**config.mk**
```make
export PLATFORM = sky130hd
export DESIGN_NAME = page_replacement_fifo_lru
export DESIGN_NICKNAME = d
export VERILOG_FILES = /design/src/hdl/prfl_pkg.sv /design/src/hdl/page_replacement_fifo_lru.sv
export SDC_FILE = /design/constraint.sdc
export NUM_CORES = 1
export LEC_CHECK = 0
export BUFFER_PORTS_ARGS = -buffer_cell sky130_fd_sc_hd__buf_2
export CAP_MARGIN = 25
export CORE_MARGIN = 2
export CORE_UTILIZATION = 30
export CTS_BUF_LIST = sky130_fd_sc_hd__clkbuf_8
export DETAILED_ROUTE_END_ITERATION = 8
export PLACE_DENSITY = 0.55
export SYNTH_ARGS = -nofsm -noshare
export SYNTH_HDL_FRONTEND = slang
export SYNTH_SLANG_ARGS = --single-unit
```
**constraint.sdc**
```tcl
create_clock -name i_clk -period 4.2 [get_ports i_clk]
set_input_delay 1.26 -clock i_clk [delete_from_list [all_inputs] [get_ports i_clk]]
set_output_delay 1.26 -clock i_clk [all_outputs]
set_load 0.05 [all_outputs]
```
**src/hdl/prfl_pkg.sv**
```systemverilog
`default_nettype none

package prfl_pkg;

    localparam int FRAME_DEPTH = 8;
    localparam int PAGE_BITS   = 8;
    localparam int IDX_W       = (FRAME_DEPTH > 1) ? $clog2(FRAME_DEPTH) : 1;

    // configuration port
    localparam int CFG_IDX_W  = 2;
    localparam int CFG_DATA_W = 4;
    localparam logic [CFG_IDX_W-1:0] CFG_LRU_MODE      = CFG_IDX_W'(0);
    localparam logic [CFG_IDX_W-1:0] CFG_FRAMES_IN_USE = CFG_IDX_W'(1);
    localparam logic [CFG_DATA_W-1:0] FRAMES_RESET     = CFG_DATA_W'(8);

    typedef enum logic [2:0] {
        S_IDLE,
        S_SEARCH,
        S_DECIDE,
        S_SHIFT,
        S_DRAIN,
        S_FILL
    } t_state;

endpackage

`default_nettype wire

```
**src/hdl/page_replacement_fifo_lru.sv**
```systemverilog
// each item: search walks slots 0..n-1 (n = frames in use), then the decide state registers the result;
//   a fifo hit returns to idle there, otherwise a shift walk moves slots from+1..n-1 down by one and fill
//   writes the new page into slot n-1; from = slot of the hit page (lru) or 0 (miss)
// busy is high while the state machine is out of idle; start is ignored while busy
// receiver cannot stall: each result is shown for exactly one cycle
// reset (synchronous, active low): list empty, fifo mode, 8 frames in use
`default_nettype none

module page_replacement_fifo_lru (
    input  wire logic                               i_clk,
    input  wire logic                               i_rst_n,
    // access channel
    input  wire logic                               start,
    output logic                                    busy,
    input  wire logic [prfl_pkg::PAGE_BITS-1:0]     i_page,
    // result channel
    output logic                                    o_result_valid,
    output logic                                    o_hit,
    output logic                                    o_victim_valid,
    output logic [prfl_pkg::PAGE_BITS-1:0]          o_victim_page,
    // configuration write channel
    input  wire logic                               i_cfg_valid,
    output logic                                    o_cfg_ready,
    input  wire logic [prfl_pkg::CFG_IDX_W-1:0]     i_cfg_index,
    input  wire logic [prfl_pkg::CFG_DATA_W-1:0]    i_cfg_data
);

    localparam int DEPTH = prfl_pkg::FRAME_DEPTH;
    localparam int PB    = prfl_pkg::PAGE_BITS;
    localparam int IW    = prfl_pkg::IDX_W;

    // configuration registers
    logic                              r_lru_mode;
    logic [prfl_pkg::CFG_DATA_W-1:0]   r_frames;

    // page store: one entry per frame slot, oldest at slot 0
    logic [PB-1:0]      mem_pages [DEPTH];
    logic [PB-1:0]      r_rd_data;
    // valid bits live in flops so reset empties the list at once
    logic [DEPTH-1:0]   r_valid;

    prfl_pkg::t_state   r_state, n_state;

    // item context
    logic [PB-1:0]      r_page;
    logic               r_mode;
    logic [IW-1:0]      r_last;      // n-1, last slot in use
    logic [IW-1:0]      r_idx;       // memory read address (search and shift walk)

    // search pipeline: compare runs in the cycle after the read
    logic               r_cmp_vld;
    logic [IW-1:0]      r_cmp_idx;
    logic               r_found;
    logic [IW-1:0]      r_where;
    logic [PB-1:0]      r_vp;        // page held in slot 0

    // shift pipeline: data read at slot j is written to slot j-1 in the following cycle
    logic               r_sh_vld;
    logic [IW-1:0]      r_sh_dst;

    // result registers
    logic               r_out_valid;
    logic               r_out_hit;
    logic               r_out_vv;
    logic [PB-1:0]      r_out_vp;

    // combinational
    logic               accept;
    logic               cur_match;
    logic               found_now;
    logic [IW-1:0]      where_now;
    logic [PB-1:0]      vp_now;
    logic               do_update;
    logic [IW-1:0]      from_slot;
    logic [IW-1:0]      n_last;
    logic               wr_en;
    logic [IW-1:0]      wr_addr;
    logic [PB-1:0]      wr_data;

    assign busy        = (r_state != prfl_pkg::S_IDLE);
    assign accept      = start && !busy;
    assign o_cfg_ready = 1'b1;

    assign o_result_valid = r_out_valid;
    assign o_hit          = r_out_hit;
    assign o_victim_valid = r_out_vv;
    assign o_victim_page  = r_out_vp;

    // saturate frames in use to 1..DEPTH, kept as the index of the last slot
    always_comb begin
        if (r_frames == '0) begin
            n_last = '0;
        end else if (32'(r_frames) > DEPTH) begin
            n_last = IW'(DEPTH - 1);
        end else begin
            n_last = IW'(r_frames - 1'b1);
        end
    end

    // an empty slot never matches
    assign cur_match = r_cmp_vld && r_valid[r_cmp_idx] && (r_rd_data == r_page);

    // final search outcome, valid in the decide state where the last compare lands
    assign found_now = r_found || cur_match;
    assign where_now = r_found ? r_where : r_cmp_idx;
    assign vp_now    = (r_cmp_idx == '0) ? r_rd_data : r_vp;

    // a fifo hit leaves the list untouched; otherwise close the gap from here
    assign do_update = !found_now || r_mode;
    assign from_slot = found_now ? where_now : '0;

    // next state
    always_comb begin
        n_state = r_state;
        unique case (r_state)
            prfl_pkg::S_IDLE: begin
                if (start) n_state = prfl_pkg::S_SEARCH;
            end
            prfl_pkg::S_SEARCH: begin
                if (r_idx == r_last) n_state = prfl_pkg::S_DECIDE;
            end
            prfl_pkg::S_DECIDE: begin
                if (!do_update) begin
                    n_state = prfl_pkg::S_IDLE;
                end else if (from_slot == r_last) begin
                    n_state = prfl_pkg::S_FILL;
                end else begin
                    n_state = prfl_pkg::S_SHIFT;
                end
            end
            prfl_pkg::S_SHIFT: begin
                if (r_idx == r_last) n_state = prfl_pkg::S_DRAIN;
            end
            prfl_pkg::S_DRAIN: n_state = prfl_pkg::S_FILL;
            prfl_pkg::S_FILL:  n_state = prfl_pkg::S_IDLE;
            default:           n_state = prfl_pkg::S_IDLE;
        endcase
    end

    // write port: pending shift write, or the new page into the last slot
    always_comb begin
        wr_en   = 1'b0;
        wr_addr = r_sh_dst;
        wr_data = r_rd_data;
        if (r_sh_vld) begin
            wr_en = 1'b1;
        end else if (r_state == prfl_pkg::S_FILL) begin
            wr_en   = 1'b1;
            wr_addr = r_last;
            wr_data = r_page;
        end
    end

    // page memory, one read and one write port, registered read
    always_ff @(posedge i_clk) begin
        if (wr_en) mem_pages[wr_addr] <= wr_data;
        r_rd_data <= mem_pages[r_idx];
    end

    always_ff @(posedge i_clk) begin
        if (!i_rst_n) begin
            r_state     <= prfl_pkg::S_IDLE;
            r_lru_mode  <= 1'b0;
            r_frames    <= prfl_pkg::FRAMES_RESET;
            r_valid     <= '0;
            r_cmp_vld   <= 1'b0;
            r_sh_vld    <= 1'b0;
            r_out_valid <= 1'b0;
            r_found     <= 1'b0;
            r_idx       <= '0;
        end else begin
            r_state     <= n_state;
            r_cmp_vld   <= (r_state == prfl_pkg::S_SEARCH);
            r_sh_vld    <= (r_state == prfl_pkg::S_SHIFT);
            r_out_valid <= 1'b0;

            if (i_cfg_valid) begin
                if (i_cfg_index == prfl_pkg::CFG_LRU_MODE) begin
                    r_lru_mode <= i_cfg_data[0];
                end else if (i_cfg_index == prfl_pkg::CFG_FRAMES_IN_USE) begin
                    r_frames <= i_cfg_data;
                end
            end

            // search bookkeeping, first match wins
            if (r_state == prfl_pkg::S_SEARCH && cur_match && !r_found) begin
                r_found <= 1'b1;
            end

            // valid bits follow the page moves
            if (r_sh_vld) begin
                r_valid[r_sh_dst] <= r_valid[IW'(r_sh_dst + 1'b1)];
            end else if (r_state == prfl_pkg::S_FILL) begin
                r_valid[r_last] <= 1'b1;
            end

            unique case (r_state)
                prfl_pkg::S_IDLE: begin
                    if (accept) begin
                        r_idx   <= '0;
                        r_found <= 1'b0;
                    end
                end
                prfl_pkg::S_SEARCH, prfl_pkg::S_SHIFT: begin
                    if (r_idx != r_last) r_idx <= IW'(r_idx + 1'b1);
                end
                prfl_pkg::S_DECIDE: begin
                    r_out_valid <= 1'b1;
                    r_idx       <= IW'(from_slot + 1'b1);
                end
                default: begin
                end
            endcase
        end
    end

    // payload registers, no reset needed
    always_ff @(posedge i_clk) begin
        if (accept) begin
            r_page <= i_page;
            r_mode <= r_lru_mode;
            r_last <= n_last;
        end
        r_cmp_idx <= r_idx;
        r_sh_dst  <= IW'(r_idx - 1'b1);
        if (r_cmp_vld && r_cmp_idx == '0) r_vp <= r_rd_data;
        if (r_state == prfl_pkg::S_SEARCH && cur_match && !r_found) r_where <= r_cmp_idx;
        if (r_state == prfl_pkg::S_DECIDE) begin
            r_out_hit <= found_now;
            r_out_vv  <= !found_now && r_valid[0];
            r_out_vp  <= (!found_now && r_valid[0]) ? vp_now : '0;
        end
    end

`ifndef SYNTHESIS
    // a result is only issued from the decide step
    a_result_from_decide: assert property (@(posedge i_clk) disable iff (!i_rst_n)
        o_result_valid |-> $past(r_state == prfl_pkg::S_DECIDE))
        else $error("result strobe without a finished search");

    // an accepted item makes the block busy, at least until its decide step
    a_busy_after_accept: assert property (@(posedge i_clk) disable iff (!i_rst_n)
        accept |=> busy)
        else $error("block not busy after accepting an item");

    // a hit never reports an eviction
    a_hit_no_victim: assert property (@(posedge i_clk) disable iff (!i_rst_n)
        (o_result_valid && o_hit) |-> (!o_victim_valid && o_victim_page == '0))
        else $error("hit reported together with a victim");

    // the shift pipeline is empty before the new page is written
    a_fill_no_shift: assert property (@(posedge i_clk) disable iff (!i_rst_n)
        (r_state == prfl_pkg::S_FILL) |-> (!r_sh_vld && !r_cmp_vld))
        else $error("fill overlaps a pending move");
`endif

endmodule

`default_nettype wire
```
==> results_dict.tcl, run 1 <==
set metrics [dict create \
    synth_edf_count 97 \
    hpwl_um 8420 \
    drt_wl_total_um 11800 \
    synth_compound_area_frac 0.0767 \
    worst_path_largest_cell_delay_ns 0.52 \
    max_freq_ghz 0.361 \
    final_nets 489 \
    synthAdderAreaFrac 0.00877 \
    skew_ns 0.0149 \
    synth-main-ff-cell "edfxtp_1" \
    power_per_cell_area_nw_per_um2 455 \
    startpoint "r_state[1]$_SDFFE_PN0P_" \
    maxCapViolCount 0 \
    p_leak_nw 2.25 \
    mappedNetlistNets 460 \
    synthSimpleGateAreaFrac 0.111 \
    detail_route.iter0.violations 251 \
    clockRootBuffer "clkbuf_8" \
    cp.required_ns 2.94 \
    synthCells 438 \
    seq_power_share 0.524 \
    core.rowCount 50 \
    p_clk_frac 0.373 \
    ys_ff_latch 134 \
    synth_top_area_share 0.510 \
    cts_hold_buf 0 \
    slew_violations 0 \
    start_util 0.305 \
    netSwitchingFraction 0.257 \
    synth_seq_area_share 0.640 \
    hold_path_class "reg -> reg" \
    clock_latency_ns 0.45 \
    drc 0 \
    cts_tree "done" \
    synth_top_family_by_area "simple AND/OR/NAND/NOR gates" \
    path_cells "nor2_1 -> nand2_1 -> buf_2" \
    gr-total-overflow 0 \
    irDropWorstVdd_mv 0.182 \
    final_cell_mix "edfxtp_1 (97), nand2_1 (62), nor2_1 (37), dfxtp_1 (37), buf_2 (29)" \
    max_slew_margin 0.415 \
    tightestPinTransition_ns 0.878 \
    period_needed_ns 2.77 \
    portBuffers 29 \
    cts_buffers 17 \
    hold_path_startpoint "r_lru_mode$_SDFFE_PN0P_" \
    slowest_stage "dfxtp_1" \
    outcome "finished clean" \
    cp-start-kind "register" \
    n_fill_cell 1788 \
    routedWlPerCell_um 16.6 \
    antennaDiodeCount 0 \
    tns_ns 0 \
    dieArea_um2 20100 \
    post_cts_buffers 0 \
    grt_pass1_vias 3491 \
    worstPathArrival_ns 1.51 \
    htree_levels 4 \
    via_per_inst 4.77 \
    intPower_mw 2.19 \
    gp_congestion 0.825 \
    drive_above_1_share 0.200 \
    syn-cell-area_um2 5710 \
    setup-violations-final 0 \
    num_vias 3407 \
    layout_commonest_cell "edfxtp_1" \
    min_period_over_period 0.660 \
    power_switching_mw 0.759 \
    combPwrFrac 0.102 \
    synthTopCellsByArea "edfxtp_1 (51%), dfxtp_1 (13%), mux4_2 (7.1%)" \
    async_flop_share 0 \
    yosys_warnings 0 \
    rsz0062_at_grt "no" \
    end_kind "output pin" \
    drtAntennaViolNets 0 \
    die_width_um 142 \
    antenna_found_initial 0 \
    avgSynthCellArea_um2 13.0 \
    grt_pass1_wl_um 18900 \
    ios 31 \
    clock_path_buffers 2 \
    synth.largest_area_cell "edfxtp_1" \
    die_y_um 142 \
    core-area_um2 18700 \
    grt_usage 0.127 \
    power_mw 2.95 \
    grt_max_degree 22 \
    synth_xor_area_frac 0.0246 \
    synth.distinct_cells 50 \
    path_class "reg -> out" \
    cts_sinks 134 \
    clk_pin_slew_worst_paths_ns 0.08 \
    postLayoutCoreUtil 0.346 \
    worst-path-max-fanout 11 \
    final_hold_viol_count 0 \
    dr.pass1.iters 5 \
    synthMuxAreaShare 0.110 \
    reg2reg_from "r_state[1]$_SDFFE_PN0P_" \
    post_cts_resized 0 \
    syn_to_final_growth_pct 13.4 \
]
synthesized netlist by cell type (all sizes together), types with 2 or more instances:
| cell type | instances |
|---|---|
| edfxtp | 97 |
| nand2 | 63 |
| nor2 | 39 |
| dfxtp | 37 |
| a21oi | 27 |
| mux4 | 18 |
| inv | 15 |
| xor2 | 12 |
| buf | 11 |
| mux2i | 11 |
| nand3 | 11 |
| clkbuf | 10 |
| mux2 | 10 |
| o21ai | 8 |
| nor3 | 7 |
| a211oi | 5 |
| nand2b | 5 |
| nor2b | 5 |
| ha | 4 |
| xnor2 | 4 |
| a21o | 3 |
| a221oi | 3 |
| a22oi | 3 |
| and3 | 3 |
| o31ai | 3 |
| a311oi | 2 |
| a31oi | 2 |
| clkinv | 2 |
| nand3b | 2 |
| o221ai | 2 |
| o22ai | 2 |
worst max-delay path: cells and delay by family (launching register included):
kind | cells | cell delay (ns)
buffers and inverters | 1 | 0.26
flip-flops | 1 | 0.52
AND/OR/NAND/NOR | 2 | 0.28
area by class of cell:
| cell class | count | area (um^2) | share of cell area |
|---|---|---|---|
| Tap cell | 234 | 293 | 0.0452 |
| Timing Repair Buffer | 31 | 160 | 0.0247 |
| Sequential cell | 134 | 3650 | 0.564 |
| Inverter | 17 | 63.8 | 0.00986 |
| Clock inverter | 15 | 176 | 0.0273 |
| Multi-Input combinational cell | 266 | 1890 | 0.292 |
| Clock buffer | 17 | 234 | 0.0361 |
power groups by stage:
stage,clock network [mW],registers (mW),logic (mW)
4_1_cts,1.13,1.55,0.306
3_3_place_gp,0,1.57,0.299
3_5_place_dp,0,1.58,0.304
2_1_floorplan,0,1.55,0.242
6_report,1.10,1.55,0.301
5_1_grt,1.18,1.55,0.338
per-layer routing:
metal / GRT usage / wire length [um] / part of all wire / vias up
li1: - / - / - / 1661
met2: 0.195 / 5540 / 0.47 / 102
met5: 0 / 0 / 0 / -
met3: 0.0358 / 662 / 0.056 / 9
met4: 0.0563 / 166 / 0.014 / 0
met1: 0.167 / 5450 / 0.46 / 1635
per-stage QoR:
stage               hold WS [ns]  setup WS, ns  cell area, um^2  std cells
detailed placement         0.426          1.55             6060        682
global route               0.477          1.29             6470        714
global placement           0.433          1.66             6060        682
finish                     0.451          1.43             6470        714
floorplan                  0.326          1.87             5710        438
CTS                        0.450          1.40             6470        714
registers in the layout, summed over array words and instances (netlist names), 3 cells and up:
register and count:
r_sh_dst 3, r_cmp_idx 3, r_page 8, r_state 3, r_valid 8, r_where 3
mem_pages 64, o_victim_page 8, r_frames 4, r_rd_data 8, r_last 3, r_vp 8
r_idx 3
kinds of logic (layout without fill, tap and decap cells):
kind of cell / after synthesis / count (layout)
AO/OA/AOI/OAI: 66 / 66
XOR/XNOR: 16 / 16
adder cells (fa/ha/maj): 4 / 4
buffers and inverters: 38 / 80
flip-flops: 134 / 134
multiplexers: 39 / 39
other: 1 / 1
AND/OR/NAND/NOR: 140 / 140
worst paths after layout:
kind	to	slack, ns	depth (start not counted)
worst max-delay path	busy	1.43	3
worst min-delay path	r_mode$_DFFE_PP_	0.45	0
worst max register to register	mem_pages[3][5]$_DFFE_PP_	1.53	4
worst min register to register	r_mode$_DFFE_PP_	0.45	0
Note: power is estimated with default switching activity, not from simulation.
==> run 2: changes to the inputs <==
- clock period: 4.2 -> 2.75 ns (I/O delays scaled with it)
==> run 2 against run 1 <==
  * Cell count rose by 1.8%
  * Largest power group unchanged
  * Sequential share of layout area decreased by 0.84 points
  * Critical path type unchanged
  * Die area unchanged
  * Design area grew 1.5%
  * Critical endpoint unchanged
  * Highest routed layer unchanged
  * Power up 53%
  * Combinational power up 56%
  * Sequential power increased by 52%
==> results_dict.tcl, run 2 (synthesis gave the netlist of run 1 again) <==
set metrics [dict create \
    layout_commonest_cell "edfxtp_1" \
    final_nets 502 \
    max_slew_margin 0.514 \
    start_util 0.305 \
    intPower_mw 3.35 \
    end_kind "output pin" \
    power_switching_mw 1.17 \
    die_width_um 142 \
    post_cts_buffers 0 \
    register_area_um2 3650 \
    dr.pass1.iters 4 \
    core.rowCount 50 \
    grt_usage 0.129 \
    drive_above_1_share 0.221 \
    slew_violations 0 \
    setup-violations-final 0 \
    cts_tree "done" \
    clock_latency_ns 0.45 \
    largest_reg_flops 64 \
    multi_input_area_um2 1890 \
    worst_path_largest_cell_delay_ns 0.53 \
    clk_pin_slew_worst_paths_ns 0.08 \
    drtAntennaViolNets 0 \
    cp-start-kind "register" \
    outcome "finished clean" \
    seq_power_share 0.521 \
    path_buf_inv 1 \
    tightestPinTransition_ns 0.729 \
    core-area_um2 18700 \
    cts_hold_buf 0 \
    combPwrFrac 0.104 \
    hpwl_um 8260 \
    crit_family "flip-flops" \
    tns_ns 0 \
    routedWlPerCell_um 16.5 \
    power_per_cell_area_nw_per_um2 688 \
    min_period_over_period 0.852 \
    grt_pass1_vias 3612 \
    htree_levels 4 \
    skew_ns 0.0132 \
    max_freq_ghz 0.427 \
    slowest_stage "dfxtp_1" \
    cts_sinks 134 \
    portBuffers 29 \
    dieArea_um2 20100 \
    drc 0 \
    n_fill_cell 1785 \
    p_clk_frac 0.375 \
    netSwitchingFraction 0.258 \
    dp_slack_ns 0.490 \
    hold_path_class "reg -> reg" \
    final_hold_viol_count 0 \
    p_leak_nw 2.31 \
    path_class "reg -> out" \
    placed_cells 695 \
    path_cells "nor2_1 -> nand2_1 -> buf_2" \
    irDropWorstVdd_mv 0.287 \
    die_y_um 142 \
    cts_buffers 17 \
    rsz0062_at_grt "no" \
    final_cell_mix "edfxtp_1 (97), nand2_1 (62), nor2_1 (37), dfxtp_1 (37), buf_2 (29)" \
    stdcell_count 727 \
    antennaDiodeCount 0 \
    via_per_inst 4.85 \
    drt_wl_total_um 12000 \
    max_flop_register "mem_pages" \
    period_needed_ns 2.34 \
    clockRootBuffer "clkbuf_8" \
    cp.required_ns 1.93 \
    gp_congestion 0.842 \
    gr-total-overflow 0 \
    grt_pass1_wl_um 19500 \
    worstPathArrival_ns 1.52 \
    worst-path-max-fanout 11 \
    whs_ns 0.449 \
    grt_max_degree 21 \
    antenna_found_initial 0 \
    detail_route.iter0.violations 322 \
    maxCapViolCount 0 \
    setup_slack_ns 0.407 \
    post_cts_resized 0 \
    num_vias 3528 \
    clock_path_buffers 2 \
    ios 31 \
    syn_to_final_growth_pct 15.2 \
]
-- run 2: worst paths after layout --
path                                 from                     to  slack, ns  cells after the start
setup / recovery  r_state[1]$_SDFFE_PN0P_                   busy       0.41                      3
setup reg to reg      r_page[5]$_DFFE_PP_  r_idx[1]$_SDFFE_PN0P_       0.46                      9
hold reg to reg   r_lru_mode$_SDFFE_PN0P_       r_mode$_DFFE_PP_       0.45                      0
hold / removal    r_lru_mode$_SDFFE_PN0P_       r_mode$_DFFE_PP_       0.45                      0
-- run 2: cell type report --
cell class,count,area share
Timing Repair Buffer,44,0.0392
Clock buffer,17,0.0356
Inverter,17,0.00971
Sequential cell,134,0.556
Multi-Input combinational cell,266,0.288
Tap cell,234,0.0446
Clock inverter,15,0.0268
-- run 2: power groups by stage --
| stage | Clock (mW) | Sequential [mW] | Combinational, mW |
|---|---|---|---|
| global route | 1.83 | 2.37 | 0.518 |
| detailed placement | 0 | 2.40 | 0.473 |
| floorplan | 0 | 2.37 | 0.370 |
| CTS | 1.74 | 2.36 | 0.476 |
| global placement | 0 | 2.40 | 0.465 |
| finish | 1.69 | 2.36 | 0.470 |
-- run 2: worst register-to-register path, delay by kind of cell (launching register included) --
| family | cells | cell delay [ns] |
|---|---|---|
| XOR/XNOR | 1 | 0.20 |
| flip-flops | 1 | 0.41 |
| AND/OR/NAND/NOR | 4 | 0.78 |
| adder cells (fa/ha/maj) | 1 | 0.27 |
| AO/OA/AOI/OAI | 3 | 0.49 |
-- run 2: metrics by stage --
stage	util	total power, mW	instance area [um^2]
floorplan	-	2.74	5710
global placement	0.329	2.86	6160
detailed placement	0.329	2.88	6160
CTS	0.351	4.57	6570
global route	0.351	4.72	6570
finish	0.351	4.52	6570
-- run 2: routing by layer --
metal  routed length [um]  part of all wire  GRT usage  up-vias
met2                 5970              0.50      0.204       79
met1                 5410              0.45      0.167     1746
met4                  133             0.011     0.0553        0
li1                     -                 -          -     1695
met3                  511             0.043     0.0371        8
met5                    0                 0          0        -
